--- src/rtl/wpa_pkg.sv ---
// shared types and constants for the window peak autoscale block
package wpa_pkg;

    localparam int WINDOW   = 256;
    localparam int PTR_W    = $clog2(WINDOW);
    localparam int CNT_W    = $clog2(WINDOW + 1);
    localparam int SAMPLE_W = 16;
    localparam int MAG_W    = 15;
    localparam int SCALE_W  = 16;

    localparam logic [SCALE_W-1:0] SCALE_LO   = SCALE_W'(100);
    localparam logic [SCALE_W-1:0] SCALE_MID  = SCALE_W'(250);
    localparam logic [SCALE_W-1:0] SCALE_HI   = SCALE_W'(500);
    localparam logic [SCALE_W-1:0] SCALE_STEP = SCALE_W'(1000);

    typedef logic signed [SAMPLE_W-1:0] sample_t;
    typedef logic [MAG_W-1:0]           mag_t;
    typedef logic [SCALE_W-1:0]         scale_t;
    typedef logic [PTR_W-1:0]           ptr_t;
    typedef logic [CNT_W-1:0]           cnt_t;

    typedef struct packed {
        logic clear;
        logic en;
    } mm_ctrl_t;

    typedef struct packed {
        mag_t peak;
        mag_t minpos;
        logic has_pos;
    } mm_stat_t;

endpackage

--- src/rtl/wpa_scale.sv ---
// full-scale ceiling by threshold or repeated addition of one thousand
module wpa_scale (
    input  logic            clk,
    input  logic            rst_n,
    input  logic            start,
    input  wpa_pkg::mag_t   peak,
    output logic            done,
    output wpa_pkg::scale_t scale
);
    import wpa_pkg::*;

    scale_t acc_reg, acc_next;
    logic   busy_reg, busy_next;
    logic   done_reg, done_next;
    scale_t peak_ext;

    assign peak_ext = SCALE_W'(peak);

    always_comb
    begin
        acc_next  = acc_reg;
        busy_next = busy_reg;
        done_next = 1'b0;
        if (start)
        begin
            if (peak_ext < SCALE_LO)
            begin
                acc_next  = SCALE_LO;
                done_next = 1'b1;
            end
            else if (peak_ext < SCALE_MID)
            begin
                acc_next  = SCALE_MID;
                done_next = 1'b1;
            end
            else if (peak_ext < SCALE_HI)
            begin
                acc_next  = SCALE_HI;
                done_next = 1'b1;
            end
            else
            begin
                acc_next  = SCALE_STEP;
                busy_next = 1'b1;
            end
        end
        else if (busy_reg)
        begin
            if (acc_reg > peak_ext)
            begin
                busy_next = 1'b0;
                done_next = 1'b1;
            end
            else
            begin
                acc_next = acc_reg + SCALE_STEP;
            end
        end
    end

    always_ff @(posedge clk or negedge rst_n)
    begin
        if (!rst_n)
        begin
            acc_reg  <= SCALE_LO;
            busy_reg <= 1'b0;
            done_reg <= 1'b0;
        end
        else
        begin
            acc_reg  <= acc_next;
            busy_reg <= busy_next;
            done_reg <= done_next;
        end
    end

    assign done  = done_reg;
    assign scale = acc_reg;

endmodule

--- config.mk ---
export PLATFORM = sky130hd
export DESIGN_NAME = wpa_scale
export DESIGN_NICKNAME = d
export VERILOG_FILES = /design/src/rtl/wpa_pkg.sv /design/src/rtl/wpa_scale.sv
export SDC_FILE = /design/constraint.sdc
export NUM_CORES = 1
export LEC_CHECK = 0
export BUFFER_PORTS_ARGS = -buffer_cell sky130_fd_sc_hd__clkbuf_2
export CAP_MARGIN = 20
export CORE_UTILIZATION = 35
export DETAILED_ROUTE_END_ITERATION = 16
export PLACE_DENSITY = 0.66
export SYNTH_ARGS = -nofsm -noshare
export SYNTH_HDL_FRONTEND = slang
export SYNTH_SLANG_ARGS = --single-unit
--- constraint.sdc ---
create_clock -name clk -period 2.8 [get_ports clk]
set_input_delay 0.14 -clock clk [delete_from_list [all_inputs] [get_ports clk]]
set_output_delay 0.14 -clock clk [all_outputs]
set_load 0.05 [all_outputs]
Word level (Yosys, flattened, before mapping)
Cells that the tools add are included. Widths: inputs -> output; s select.

Register bits after elaboration: 18. Bits in latches: 0. RAM bits: 0. Memory bits (read-only): 0. Bits of input ports: 18. Output and inout port bits: 17. Logic and storage cells: 33. Memories: 0.

Add/subtract/negate cells: 1. $mul: 0. Divide/modulo/power cells: 0. Order comparisons: 4. Equality and inequality tests: 4. Shift operators: 0. Multiplexer cells: 18. Bitwise logic cells: 0. Reduce and logical (&&, ||, !) cells: 3.

Operators by type and width (number): $mux 16 (3); $mux 10 (3); $add 16x10->16 const B (1); $gt 16x15->1 (1); $lt 15x7->1 const B (1); $lt 15x8->1 const B (1); $lt 15x9->1 const B (1); $mux 1 (12); $ne 2x2->1 const B (4); $reduce_and 3->1 (1); $reduce_and 2->1 (1); $reduce_bool 2->1 (1).

Longest topological paths before layout
Word-level depth: 5. Mapped depth: 9. Gate-level depth less buffers: 8.

Worst setup path before layout
No wires, ideal clock.

Path type: register -> register. Start: register acc_reg[13] (netlist: scale[13]). End: register acc_reg[7] (netlist: scale[7]). Setup time: 0.124 ns. Arrival: 2.496 ns. Data required time: 2.676 ns. Path slack: 0.180 ns. Stages on the path, launching flop included: 9. Buffers on the path: 1. Clock period less this slack: 2.620 ns. Path through: dfrtp_1 ha_1 nand4b_4 nor3_2 or4b_4 a41oi_2 buf_6 mux2i_1 a211o_1.

Word-level cells in the longest chain between the ends: 3.

Ends and longest elaborated chain: start, declared (line wpa_scale.sv:12) `scale_t acc_reg, acc_next;`; start signal, assigned (line wpa_scale.sv:71) `acc_reg <= acc_next;`; $gt 16x15->1 (line wpa_scale.sv:49) `if (acc_reg > peak_ext)`; $ne 2x2->1 (no line); $reduce_and 2->1 (no line).

Every way passes these cells. A chain may end at the register's enable or synchronous reset.

Final worst setup path
Start: register acc_reg[14] (netlist: scale[14]). End: register acc_reg[9] (netlist: scale[9]).

The elaborated chain is that of the path after synthesis.

==> results.py <==
metrics = {
    "setup_path": {
        "r2r_start": "scale[14]",
        "worstSetupPathDepth": 8,
        "path_cells": "ha_1 -> nand4b_4 -> nor3_2 -> or4b_4 -> a41oi_2 -> buf_4 -> nor4_1 -> o31a_1",
        "crit_required_ps": 2940,
        "startpoint": "scale[14]",
        "crit_path_top_delay_cell": "or4b_4",
        "r2r_slack_ps": 260,
        "reg2reg_depth": 8,
        "path_delay_family": "simple AND/OR/NAND/NOR gates",
        "cp_slowest_stage_delay_ps": 490,
        "endpoint_kind": "register",
        "crit_fanout": 19,
        "critPathKind": "register to register",
        "r2r-end": "scale[9]",
        "worst-path-buf-inv": 1,
        "arrival_ps": 2680,
        "cp-endpoint": "scale[9]",
        "cp-start-kind": "register",
    },
    "floorplanning": {
        "ios": 35,
        "die_h_um": 64.3,
        "num_rows": 22,
        "die-area_mm2": 0.00413,
        "dieWidth_um": 64.3,
        "start_util": 0.368,
        "coreArea_mm2": 0.00369,
    },
    "finish": {
        "antenna_cells": 0,
        "final_util": 0.444,
        "area_growth_syn_to_layout_pct": 20.8,
        "drive_above_1_share": 0.258,
        "nets": 228,
        "largest_reg_flops": 15,
        "final_cells": 242,
    },
    "sta": {
        "skew_ps": 1.66,
        "finalSetupViolations": 0,
        "min_period_ps": 2540,
        "relSlewSlack": 0.579,
        "finalCritPeriodShare": 0.906,
        "fin_tns_setup_ps": 0,
        "slew_viol_final": 0,
        "rsz0062_at_grt": "false",
        "worstMarginPinSlew_ps": 626,
        "finalHoldViolations": 0,
        "fmax_mhz": 394,
    },
    "yosys": {
        "synth_area_mm2": 0.00136,
        "synthTopCellsByCount": "inv_1, ha_1, dfrtp_1",
        "synth-seq-area-share": 0.316,
        "syn_nets": 190,
        "synthXorXnorAreaFrac": 0.00646,
        "netlist_instances": 157,
        "yosys_most_used_dff": "dfrtp_1",
        "yosys_warnings": 0,
        "avgSynthCellArea_um2": 8.64,
        "synth_top_family_by_area": "simple AND/OR/NAND/NOR gates",
        "ys_ff_latch": 17,
        "ys_types": 39,
        "yosys.area.top_type": "dfrtp_1",
        "yosys.area_share.simple": 0.248,
        "async_flop_share": 1.00,
        "synthDominantCellAreaShare": 0.258,
        "yosysMostFrequentCell": "inv_1",
        "synth_compound_area_frac": 0.201,
        "synthAdderAreaFrac": 0.138,
        "ys_top_cells_by_area": "dfrtp_1, ha_1, dfstp_2",
        "synth_edf_count": 0,
        "muxShareOfSynthArea": 0.0148,
    },
    "drt": {
        "met3_length_um": 220,
        "drc": 0,
        "drt-met1-wl_mm": 1.52,
        "routed.top_layer": "met4",
        "antenna_left": 0,
        "vias_per_cell": 5.31,
        "drt_wl_total_mm": 3.27,
        "drt_iter0_drc": 47,
        "num_vias": 1285,
        "wl_per_cell_um": 13.5,
        "dr.pass1.iters": 4,
        "met2_length_mm": 1.52,
    },
    "placed_design": {
        "placed_cells": 237,
        "portBuffers": 33,
        "dpl.hpwl_mm": 2.62,
        "gp_congestion": 0.847,
    },
    "global_routing": {
        "grt.total_usage": 0.172,
        "gr-total-overflow": 0,
        "grt_pass1_wl_mm": 5.42,
        "grt_pass1_vias": 1169,
        "grt_max_degree": 20,
        "antenna_found_initial": 0,
    },
    "power": {
        "p_leak_nw": 0.794,
        "peakVddDrop_mv": 0.316,
        "p_per_area_mw_per_mm2": 482,
    },
    "cts": {
        "cts_tree": "built",
        "path_clk_slew_ps": 70,
        "cts_made_buffers": 3,
        "cts_buffer_depth": 2,
        "cts-root-buf": "clkbuf_8",
        "insertion_delay_ps": 250,
        "clock_sinks": 17,
        "post_cts_buffers": 0,
        "ctsHtreeMaxLevel": 1,
    },
    "worst_hold_path": {
        "hold_path_depth": 3,
        "hold_path_class": "primary input to register",
    },
    "outcome": {
        "status": "finished clean",
    },
    "run": {
        "cap_viol_max_count": 0,
    },
}
layout make-up:
cell class / count / area [um^2]
inverter: 17 / 63.8
timing repair buffer: 38 / 205
sequential: 17 / 429
tap: 48 / 60.1
fill: 370 / 2050
clock buffer: 4 / 45.0
multi-input combinational: 118 / 835
cell families (layout without fill, tap and decap cells):
family | Yosys count | in the layout
AOI/OAI and AO/OA | 42 | 42
DFF | 17 | 17
xor gates and xnor gates | 1 | 1
muxes | 2 | 2
adders and majority gates | 15 | 15
other | 1 | 1
buffers and inverters | 22 | 59
and+or+nand+nor | 57 | 57
per-layer routing:
metal	vias to the layer above	track usage
met1	588	0.236
li1	652	-
met4	0	0.0250
met5	-	0
met2	43	0.276
met3	2	0.0446
metrics by stage:
stage	cell area, um^2	power, mW	hold slack (ps)	worst slack, ps
after global routing	1640	0.844	287	51.3
after CTS	1630	0.799	256	219
after floorplan	1360	0.518	-156	180
after detailed placement	1580	0.608	116	249
after global placement	1580	0.606	118	287
final	1640	0.790	261	262
cells in the final DEF (no fill, tap or decap), drive strengths merged:
master / netlist / layout
clkbuf: 2 / 37
inv: 17 / 17
ha: 15 / 15
dfrtp: 14 / 14
o21ai: 13 / 13
nand2: 12 / 12
a21oi: 12 / 12
or3: 10 / 10
nand3: 7 / 7
nor2: 5 / 5
nor4: 5 / 5
buf: 3 / 4
nor3: 4 / 4
a211oi: 4 / 4
nand4: 3 / 3
dfstp: 3 / 3
a21o: 2 / 2
o311a: 2 / 2
and3: 2 / 2
or4: 2 / 2
or2: 2 / 2
o31a: 2 / 2
mux2i: 2 / 2
nand4b: 1 / 1
and4b: 1 / 1
or4b: 1 / 1
a41oi: 1 / 1
xor2: 1 / 1
o311ai: 1 / 1
a21boi: 1 / 1
nor2b: 1 / 1
a41o: 1 / 1
and2: 1 / 1
o31ai: 1 / 1
a31oi: 1 / 1
a211o: 1 / 1
conb: 1 / 1
dlygate4sd3: 0 / 1
where the power goes:
group	internal [mW]	switching [mW]
Sequential	0.273	0.0352
Combinational	0.0977	0.198
Clock	0.101	0.0847
Total	0.472	0.318
worst min path at each step:
stage                 start        end  slack [ps]
floorplan             rst_n   busy_reg        -160
CTS                 peak[8]   scale[8]         260
global placement      rst_n       done         120
detailed placement    rst_n  scale[13]         120
finish              peak[8]   scale[8]         260
global route        peak[8]   scale[8]         290
worst register-to-register path, cell delays in order (launching register included):
cell      delay, ps
dfrtp_1         410
ha_1            360
nand4b_4        140
nor3_2          200
or4b_4          490
a41oi_2         260
buf_4           250
nor4_1           70
o31a_1          240
repair_timing:
| action | 4_1_cts | 5_1_grt |
|---|---|---|
| endpoints found under the setup margin | 0 | 1 |
| hold buffers | 1 | 0 |
| resized for setup | 0 | 1 |
| endpoints found under the hold margin | 14 | 0 |
(Power assumes the default switching activity.)
