## src/rtl/wpa_pkg.sv

```systemverilog
// shared types and constants for the window peak autoscale block
package wpa_pkg;

    localparam int WINDOW   = 256;
    localparam int PTR_W    = $clog2(WINDOW);
    localparam int CNT_W    = $clog2(WINDOW + 1);
    localparam int SAMPLE_W = 16;
    localparam int MAG_W    = 15;
    localparam int SCALE_W  = 16;

    localparam logic [SCALE_W-1:0] SCALE_LO   = SCALE_W'(100);
    localparam logic [SCALE_W-1:0] SCALE_MID  = SCALE_W'(250);
    localparam logic [SCALE_W-1:0] SCALE_HI   = SCALE_W'(500);
    localparam logic [SCALE_W-1:0] SCALE_STEP = SCALE_W'(1000);

    typedef logic signed [SAMPLE_W-1:0] sample_t;
    typedef logic [MAG_W-1:0]           mag_t;
    typedef logic [SCALE_W-1:0]         scale_t;
    typedef logic [PTR_W-1:0]           ptr_t;
    typedef logic [CNT_W-1:0]           cnt_t;

    typedef struct packed {
        logic clear;
        logic en;
    } mm_ctrl_t;

    typedef struct packed {
        mag_t peak;
        mag_t minpos;
        logic has_pos;
    } mm_stat_t;

endpackage

```

## src/rtl/wpa_minmax.sv

```systemverilog
// running peak and smallest positive value over the scanned window
module wpa_minmax (
    input  logic              clk,
    input  logic              rst_n,
    input  wpa_pkg::mm_ctrl_t ctrl,
    input  wpa_pkg::sample_t  sample,
    output wpa_pkg::mm_stat_t stat
);
    import wpa_pkg::*;

    mag_t peak_reg, peak_next;
    mag_t minpos_reg, minpos_next;
    logic has_pos_reg, has_pos_next;
    logic positive;
    mag_t mag;

    assign positive = (sample > sample_t'(0));
    assign mag      = sample[MAG_W-1:0];

    always_comb
    begin
        peak_next    = peak_reg;
        minpos_next  = minpos_reg;
        has_pos_next = has_pos_reg;
        if (ctrl.clear)
        begin
            peak_next    = '0;
            minpos_next  = '0;
            has_pos_next = 1'b0;
        end
        else if (ctrl.en && positive)
        begin
            if (mag > peak_reg)
            begin
                peak_next = mag;
            end
            if (!has_pos_reg || (mag < minpos_reg))
            begin
                minpos_next = mag;
            end
            has_pos_next = 1'b1;
        end
    end

    always_ff @(posedge clk or negedge rst_n)
    begin
        if (!rst_n)
        begin
            peak_reg    <= '0;
            minpos_reg  <= '0;
            has_pos_reg <= 1'b0;
        end
        else
        begin
            peak_reg    <= peak_next;
            minpos_reg  <= minpos_next;
            has_pos_reg <= has_pos_next;
        end
    end

    assign stat.peak    = peak_reg;
    assign stat.minpos  = minpos_reg;
    assign stat.has_pos = has_pos_reg;

endmodule

```

## config.mk

```make
export PLATFORM = sky130hd
export DESIGN_NAME = wpa_minmax
export DESIGN_NICKNAME = d
export VERILOG_FILES = /design/src/rtl/wpa_pkg.sv /design/src/rtl/wpa_minmax.sv
export SDC_FILE = /design/constraint.sdc
export NUM_CORES = 1
export LEC_CHECK = 0
export BUFFER_PORTS_ARGS = -buffer_cell sky130_fd_sc_hd__buf_2
export CAP_MARGIN = 20
export CORE_MARGIN = 2
export CORE_UTILIZATION = 59
export CTS_CLUSTER_DIAMETER = 200
export DETAILED_ROUTE_END_ITERATION = 16
export GPL_TIMING_DRIVEN = 0
export PLACE_DENSITY = 0.86
export SYNTH_ARGS = -nofsm -noshare
export SYNTH_HDL_FRONTEND = slang
export SYNTH_SLANG_ARGS = --single-unit
```

## constraint.sdc

```tcl
create_clock -name clk -period 6.5 [get_ports clk]
set_clock_uncertainty 0.2 [all_clocks]
set_input_delay 0.325 -clock clk [delete_from_list [all_inputs] [get_ports clk]]
set_output_delay 0.325 -clock clk [all_outputs]
set_load 0.03 [all_outputs]
```

== Word level (Yosys, flattened, before mapping) ==
Cells that the tools add are included.

* Flip-flop bits (word level): 31
* Input port bits: 20
* Output and inout bits: 31
* Word-level logic and storage cells: 22

* Magnitude comparators: 3
* Muxes and demuxes: 8
* Reduce and logical (&&, ||, !) cells: 8

{| class="wikitable"
|+ Operators by type and width
! cell !! number
|-
| 2-to-1 mux 15 bit || 6
|-
| > comparator 16 x 1 -> 1 bit, second input constant || 1
|-
| > comparator 15 bit || 1
|-
| less-than comparator 15 bit || 1
|-
| nonzero test 2 bit || 3
|-
| AND reduction 2 bit || 2
|-
| 2-to-1 mux 1 bit || 2
|-
| logical AND 1 bit || 1
|-
| zero test 1 bit || 1
|-
| logical OR 1 bit || 1
|}

== Longest topological paths before layout ==
Gate-level depths: netlist of run 1.

* Depth in word-level cells: 5
* Depth in mapped cells: 8
* Depth with buffers taken out: 7

== Worst setup path after synthesis of run 1 ==
OpenSTA, ideal clock, no wires.

* Path type: register to register
* Start: register peak_reg[2]
* End: register peak_reg[10]
* Library setup time: 0.121 ns
* Data arrival time: 2.080 ns
* Required time: 6.179 ns
* Slack: 4.099 ns
* Stages on the path, launching flop included: 9
* Buffers on the path: 1
* Clock period less this slack: 2.401 ns
* Cell sequence: dfrtp_1 inv_1 ha_1 a21oi_2 a21o_1 a311oi_4 o41a_1 buf_6 a22o_1

* Cells in the longest elaborated chain, start to end: 3

{| class="wikitable"
|+ RTL lines
! what !! RTL line !! RTL
|-
| start, declared || wpa_minmax.sv:11 || <nowiki>mag_t peak_reg, peak_next;</nowiki>
|-
| start signal, assigned || wpa_minmax.sv:55 || <nowiki>peak_reg <= peak_next;</nowiki>
|-
| > comparator 15 bit || wpa_minmax.sv:33 || <nowiki>if (mag > peak_reg)</nowiki>
|-
| nonzero test 2 bit (no line) || - ||
|-
| AND reduction 2 bit (no line) || - ||
|}

No other way between the ends.
A chain may end at the register's enable or synchronous reset.

== Worst setup path after layout of run 1 ==
* Start: register peak_reg[6]
* End: register peak_reg[11]

The elaborated chain is that of the path after synthesis.

==> impl_results.md, run 1 <==
- Outcome: complete, no violations
- Synth Area in Adders: 0.158
- Syn. warnings: 0
- Netlist cell types: 44
- Crit-path max FO: 10
- Top FF cell, synth: dfrtp_1
- Standard-cell row count: 22
- Sw frac: 0.325
- Leakage power: about 0.0013 uW
- CTS tree: yes
- Port Buffers: 49
- Fillers: 290
- Seq/Total Area, Yosys: 0.337
- Final net count: roughly 340
- FFs w/ async S/R, synth: 1.00
- MaxCap Viol Count: 0
- Clk buf depth: 2
- Total CTS buffers: 5
- CTS root buf: clkbuf_8
- Post-synthesis compound-gate area fraction: 0.213
- # DRC: 0
- Startpoint types: flip-flop
- Sequential Power Share: 0.410
- Mapped Nets: between 200 and 300
- Layout cells sized above 1: 0.256
- Synth Area in XOR/XNOR: 0
- Final setup TNS: 0 ns
- WP data arrival: 2.43 ns
- Core Area: 3720 um^2
- Syn-to-layout area delta: 18.1%
- Combinational power share: 0.264
- Slowest stage delay, CP: between 0.5 and 0.6 ns
- Clk pwr share: 0.326
- RSZ-0062 raised after global routing: false
- Vias in the first global route: 2,031
- Final hold vios: 0
- Post-synthesis average cell area: 9.79 um^2
- Critical path type: reg -> reg
- Post-Syn Instances: approximately 240
- CP cell instances: inv_1 > ha_1 > a21oi_1 > a311oi_4 > o41a_1 > buf_6 > a22o_1
- Initial antenna violation count: 0
- Final setup viols: 0
- First DRT Iteration DRCs: approximately 100
- Post-route design area: about 2700 um^2
- Clock insertion delay at the later pin of the skew report: 0.29 ns
- Simple-gate share of the synthesized area: 0.207
- Fin crit share: 0.379
- Leading cell type in the layout, fill and taps excluded: buf_2
- Worst slew pin tran: between 0.6 and 0.7 ns
- Most frequent cells in the layout: buf_2, dfrtp_1, inv_1
- WHS: ~0.14 ns
- Post-synthesis mux area share: 0.00435
- Placed cell count: 332
- DR pass1 iterations: 4
- Post-synth EDFFs: 0
- Chip height: 66.5 um
- WL/cell: ~16 um
- Max-slew violations: 0
- Largest family of logic cells by synthesized area: compound AO/OA/AOI/OAI gates
- IO Count: 51
- Routed Antenna Nets: 0
- Rel. slew slack: 0.537
- Pwr dens: 191 nW/um^2
- Hold-fix buffers, CTS: 1
- Die W: 66.5 um
- H-tree depth: 2
- Synthesized cell area: roughly 2300 um^2
- GRT Residual Overflow: 0
- Tightest Hold Check Type: in -> reg
- GRT Util Overall: 0.277
- Internal Pwr Total: 350 uW
- Required @ worst endpoint: 6.47 ns
- Initial core utilization: 0.619
- Fmax: 406 MHz
- Routed Wire Length: between 5 and 6 mm
- DP Wirelength: ~4.2 mm
- Slowest CP cell: o41a_1
- Global-route wire length before repair: 9.31 mm
- Clock transition at the registers of the reported paths: 0.07 ns
- Final min period: 2.46 ns
- Switch Pwr: 169 uW
- Cell Area, Placed: 2610 um^2
- Post-CTS setup buffer count: 0
- Overall power: slightly above 500 uW
- Diode count: 0
- Die Footprint: 4420 um^2
- R2r setup slk: 4.04 ns
- Largest net degree at the start of global routing: 32
- PostCTS Resize Cnt: 0
- Clk sinks: 31
- Flops & latches, synth: 31
- Avg Vias per Cell: 6.04
- Setup crit end kind: flip-flop
- Non-filler cells, final: 341
- Peak VDD IR: approximately 130 uV
- Via Count: 2,060
- Final GP Congestion: 0.867
==> final timing paths <==
path / cells past startpoint / startpoint / endpoint
max: 7 / peak_reg[6] / peak_reg[11]
min: 2 / sample[2] / peak_reg[2]
max reg2reg: 7 / peak_reg[6] / peak_reg[11]
min reg2reg: 1 / peak_reg[8] / peak_reg[8]
max in group asynchronous: 2 / rst_n / minpos_reg[8]
min in group asynchronous: 2 / rst_n / peak_reg[1]
==> power groups by stage <==
stage	sequential (uW)	clock, uW	combinational (uW)
6_report	213	169	137
5_1_grt	214	182	151
4_1_cts	213	172	137
3_5_place_dp	216	0	136
3_3_place_gp	216	0	132
2_1_floorplan	235	0	71.3
==> per-stage QoR <==
step	setup slack, ns	util
CTS	4.06	0.731
finish	4.04	0.731
floorplan	4.10	-
global route	3.91	0.731
detailed placement	4.00	0.701
global placement	4.06	0.701
==> worst max-delay path, delay by kind of cell, from the launching register on <==
kind / cells / cell delay [ns]
DFF: 1 / 0.37
AOI/OAI and AO/OA: 4 / 1.22
adders and majority gates: 1 / 0.31
buffers and inverters: 2 / 0.23
==> cell usage after synthesis (all sizes together), types with 2 or more instances <==
library cell | number | area, um^2
dfrtp | 31 | 776
inv | 30 | 113
ha | 29 | 363
nand3 | 20 | 105
nand2b | 18 | 113
nand3b | 16 | 120
o311ai | 15 | 131
a22o | 14 | 128
a21oi | 11 | 58.8
clkbuf | 8 | 31.3
buf | 5 | 42.5
nor4 | 5 | 46.3
a21o | 4 | 31.3
nand2 | 4 | 15.0
nand4 | 4 | 31.3
nor2 | 2 | 7.51
o21a | 2 | 15.0
==> routing by layer <==
layer	GRT usage	part of all wire	up-vias
li1	-	-	986
met1	0.357	0.43	984
met2	0.455	0.48	74
met3	0.0591	0.064	16
met4	0.0995	0.020	0
met5	0	0	-
==> logic make-up after synthesis <==
| family | count (synthesis) |
|---|---|
| mux | 1 |
| buf+inv | 43 |
| flops | 31 |
| simple gates | 75 |
| compound gates | 56 |
| fa+ha+maj | 29 |
==> layout make-up <==
cell class	instances	area (um^2)	share of cell area
multi-input combinational	161	1340	0.493
sequential	31	776	0.286
timing repair buffer	50	255	0.0940
inverter	30	113	0.0415
clock buffer	8	100	0.0368
buffer	13	73.8	0.0272
tap	48	60.1	0.0221
(Power assumes the default switching activity.)
==> run 2, diff against run 1 <==
- ABC_AREA: default -> 1
- CORE_UTILIZATION: 59 -> 55
- PLACE_DENSITY: 0.86 -> 0.81
- clock period: 6.5 -> 2.6 ns (I/O delays scaled with it)
==> run 2 against run 1 <==
Effect of this change: sequential share of layout area increased by 0.092 points; synthesized cell count increased by 38%; flip-flop and latch count unchanged; highest routed layer unchanged; sequential power increased to 2.6 times the previous value; clock-buffer cell count decreased by 2; routed wire length decreased by 4.5%; cell count increased by 27%; design area decreased by 0.32%.
==> impl_results.md, run 2 <==
- Fmax: 486 MHz
- DP Wirelength: 4.12 mm
- Final setup viols: 0
- Top FF cell, synth: dfrtp_1
- Crit-path max FO: 10
- R2r setup slk: ~0.54 ns
- Required @ worst endpoint: 2.58 ns
- CTS tree: yes
- Clk buf depth: 2
- Final setup TNS: 0 ns
- Post-synth EDFFs: 0
- Die Footprint: ~4700 um^2
- Most frequent cells in the layout: nand2_1, inv_1, buf_2
- Via Count: 2,177
- R2R depth: 12
- Syn. warnings: 0
- Worst slew pin tran: 0.692 ns
- Initial antenna violation count: 0
- Setup crit end kind: flip-flop
- Clock insertion delay at the later pin of the skew report: slightly below 0.3 ns
- Fin crit share: 0.792
- Core Area: roughly 4000 um^2
- Yosys top cell area share: 0.338
- DR pass1 iterations: 4
- Avg Vias per Cell: 5.03
- WHS: 0.00969 ns
- Clock transition at the registers of the reported paths: 0.07 ns
- Vias in the first global route: 2,092
- Outcome: complete, no violations
- Cell types occupying the most area after synthesis: dfrtp_1, ha_1, nand2_1
- Peak VDD IR: 289 uV
- Seq/Total Area, Yosys: 0.338
- Final hold vios: 0
- GRT Util Overall: 0.259
- MaxCap Viol Count: 0
- IO Count: 51
- Pwr dens: 495 nW/um^2
- Largest net degree at the start of global routing: 32
- GRT Residual Overflow: 0
- Chip height: 68.6 um
- Initial core utilization: 0.573
- Max-slew violations: 0
- Leakage power: 0.00163 uW
- Critical path type: reg -> reg
- Post-synthesis average cell area: 7.05 um^2
- # DRC: 0
- Min-Delay Startpoint: sample[11]
- WL/cell: 12.4 um
- Rel. slew slack: 0.538
- Leading area contributor after synthesis: dfrtp_1
- Syn-to-layout area delta: 18.1%
- Routed Antenna Nets: 0
- Final min period: 2.06 ns
- Count leader, synth: nand2_1
- Final net count: roughly 430
- Standard-cell row count: 23
- Startpoint of the worst register-to-register path: minpos_reg[13]
- Synth top cells by count: nand2_1, inv_1, nand3_1
- Netlist cell types: 17
- Routed Wire Length: approximately 5.4 mm
- Flops & latches, synth: 31
- Clk sinks: 31
- CTS root buf: clkbuf_8
- H-tree depth: 2
- Startpoint types: flip-flop
- RSZ-0062 raised after global routing: false
- Final GP Congestion: 0.874
- Slowest CP cell: dfrtp_1
- Hold Path End: minpos_reg[11]
- Diode count: 0
- CP cell instances: inv_1 > ha_1 > nand2_1 > nor2_2 > nand2_1 > nor2_1 > nand2_1 > nand2_1 > nand2_2 > buf_2 > nand3_1 > nand2_1
- Total CTS buffers: 5
- Mapped Nets: between 300 and 400
- Synthesized cell area: 2290 um^2
- Die W: roughly 69 um
- Worst R2R End: minpos_reg[0]
- Leading cell type in the layout, fill and taps excluded: nand2_1
- Global-route wire length before repair: 8.98 mm
- Tightest Hold Check Type: in -> reg
- Post-Syn Instances: 325
- FFs w/ async S/R, synth: 1.00
- Most common cell on crit path: nand2_1
- Layout cells sized above 1: 0.198
- Hold Path Cell Cnt: 5
- Port Buffers: 49
- Slowest stage delay, CP: 0.37 ns
- WP data arrival: 2.03 ns
- First DRT Iteration DRCs: between 100 and 150
==> run 2: changes by cell type after synthesis, moves of 4 or more <==
cell and delta:
nand2_1 +88, nand3_1 +33, inv_1 +31, nor2_1 +26, nand2b_1 -18, nand3b_1 -16
a22o_1 -10, o311ai_1 -10, clkbuf_1 -5, o311ai_0 -5, a22o_2 -4, nor4_1 -4
==> run 2: cell type report <==
cell class,instances,area [um^2]
repair buffers,51,265
multi-input cells,222,1220
inverters,62,233
clock inverters,1,5.00
well taps,50,62.6
plain buffers,10,65.1
flip-flops and latches,31,776
fillers,368,1290
clock buffers,6,82.6
==> run 2: what timing repair did <==
item,in CTS,in global routing
hold buffers,2,0
hold endpoints to repair,32,0
gates resized for setup,0,0
setup buffers,0,0
==> run 2: cells by family (layout without fill, tap and decap cells) <==
group                    count (synthesis)  in the layout  synth area share
AND/OR/NAND/NOR                        183            183             0.352
buffers and inverters                   72            130             0.130
adder cells (fa/ha/maj)                 29             29             0.158
flip-flops                              31             31             0.338
AO/OA/AOI/OAI                           10             10            0.0218
==> run 2: worst max path at each step <==
stage / slack (ns) / startpoint / to / depth (start not counted)
after floorplan: 0.59 / peak_reg[14] / peak_reg[10] / 12
after global placement: 0.60 / peak_reg[14] / peak_reg[11] / 12
after detailed placement: 0.57 / minpos_reg[14] / minpos_reg[2] / 12
after CTS: 0.54 / peak_reg[14] / peak_reg[10] / 12
after global routing: 0.35 / peak_reg[14] / peak_reg[10] / 12
final: 0.54 / minpos_reg[13] / minpos_reg[0] / 12
==> run 2: metal layers <==
| layer | share of wire | track usage |
|---|---|---|
| met5 | 0 | 0 |
| met4 | 0.012 | 0.0950 |
| met3 | 0.081 | 0.0503 |
| met2 | 0.48 | 0.427 |
| met1 | 0.43 | 0.336 |
==> run 2: critical path, delay by kind of cell, from the launching register on <==
family	cells	cell delay, ns
flops	1	0.37
simple gates	9	0.79
fa+ha+maj	1	0.28
buf+inv	2	0.29
==> run 2: per-stage QoR <==
step | std cells | cell area, um^2 | total power [uW] | worst slack [ns] | util
6_report | 433 | 2710 | 1340 | 0.542 | 0.677
5_1_grt | 433 | 2710 | 1420 | 0.350 | 0.677
4_1_cts | 433 | 2710 | 1350 | 0.539 | 0.677
3_5_place_dp | 424 | 2600 | 960 | 0.567 | 0.650
3_3_place_gp | 424 | 2600 | 946 | 0.604 | 0.650
2_1_floorplan | 325 | 2290 | 833 | 0.592 | -
==> run 2: report_power, final <==
group / total, uW / internal (uW) / switching (uW)
registers: 544 / 518 / 25.7
logic: 411 / 137 / 274
clock network: 384 / 207 / 177
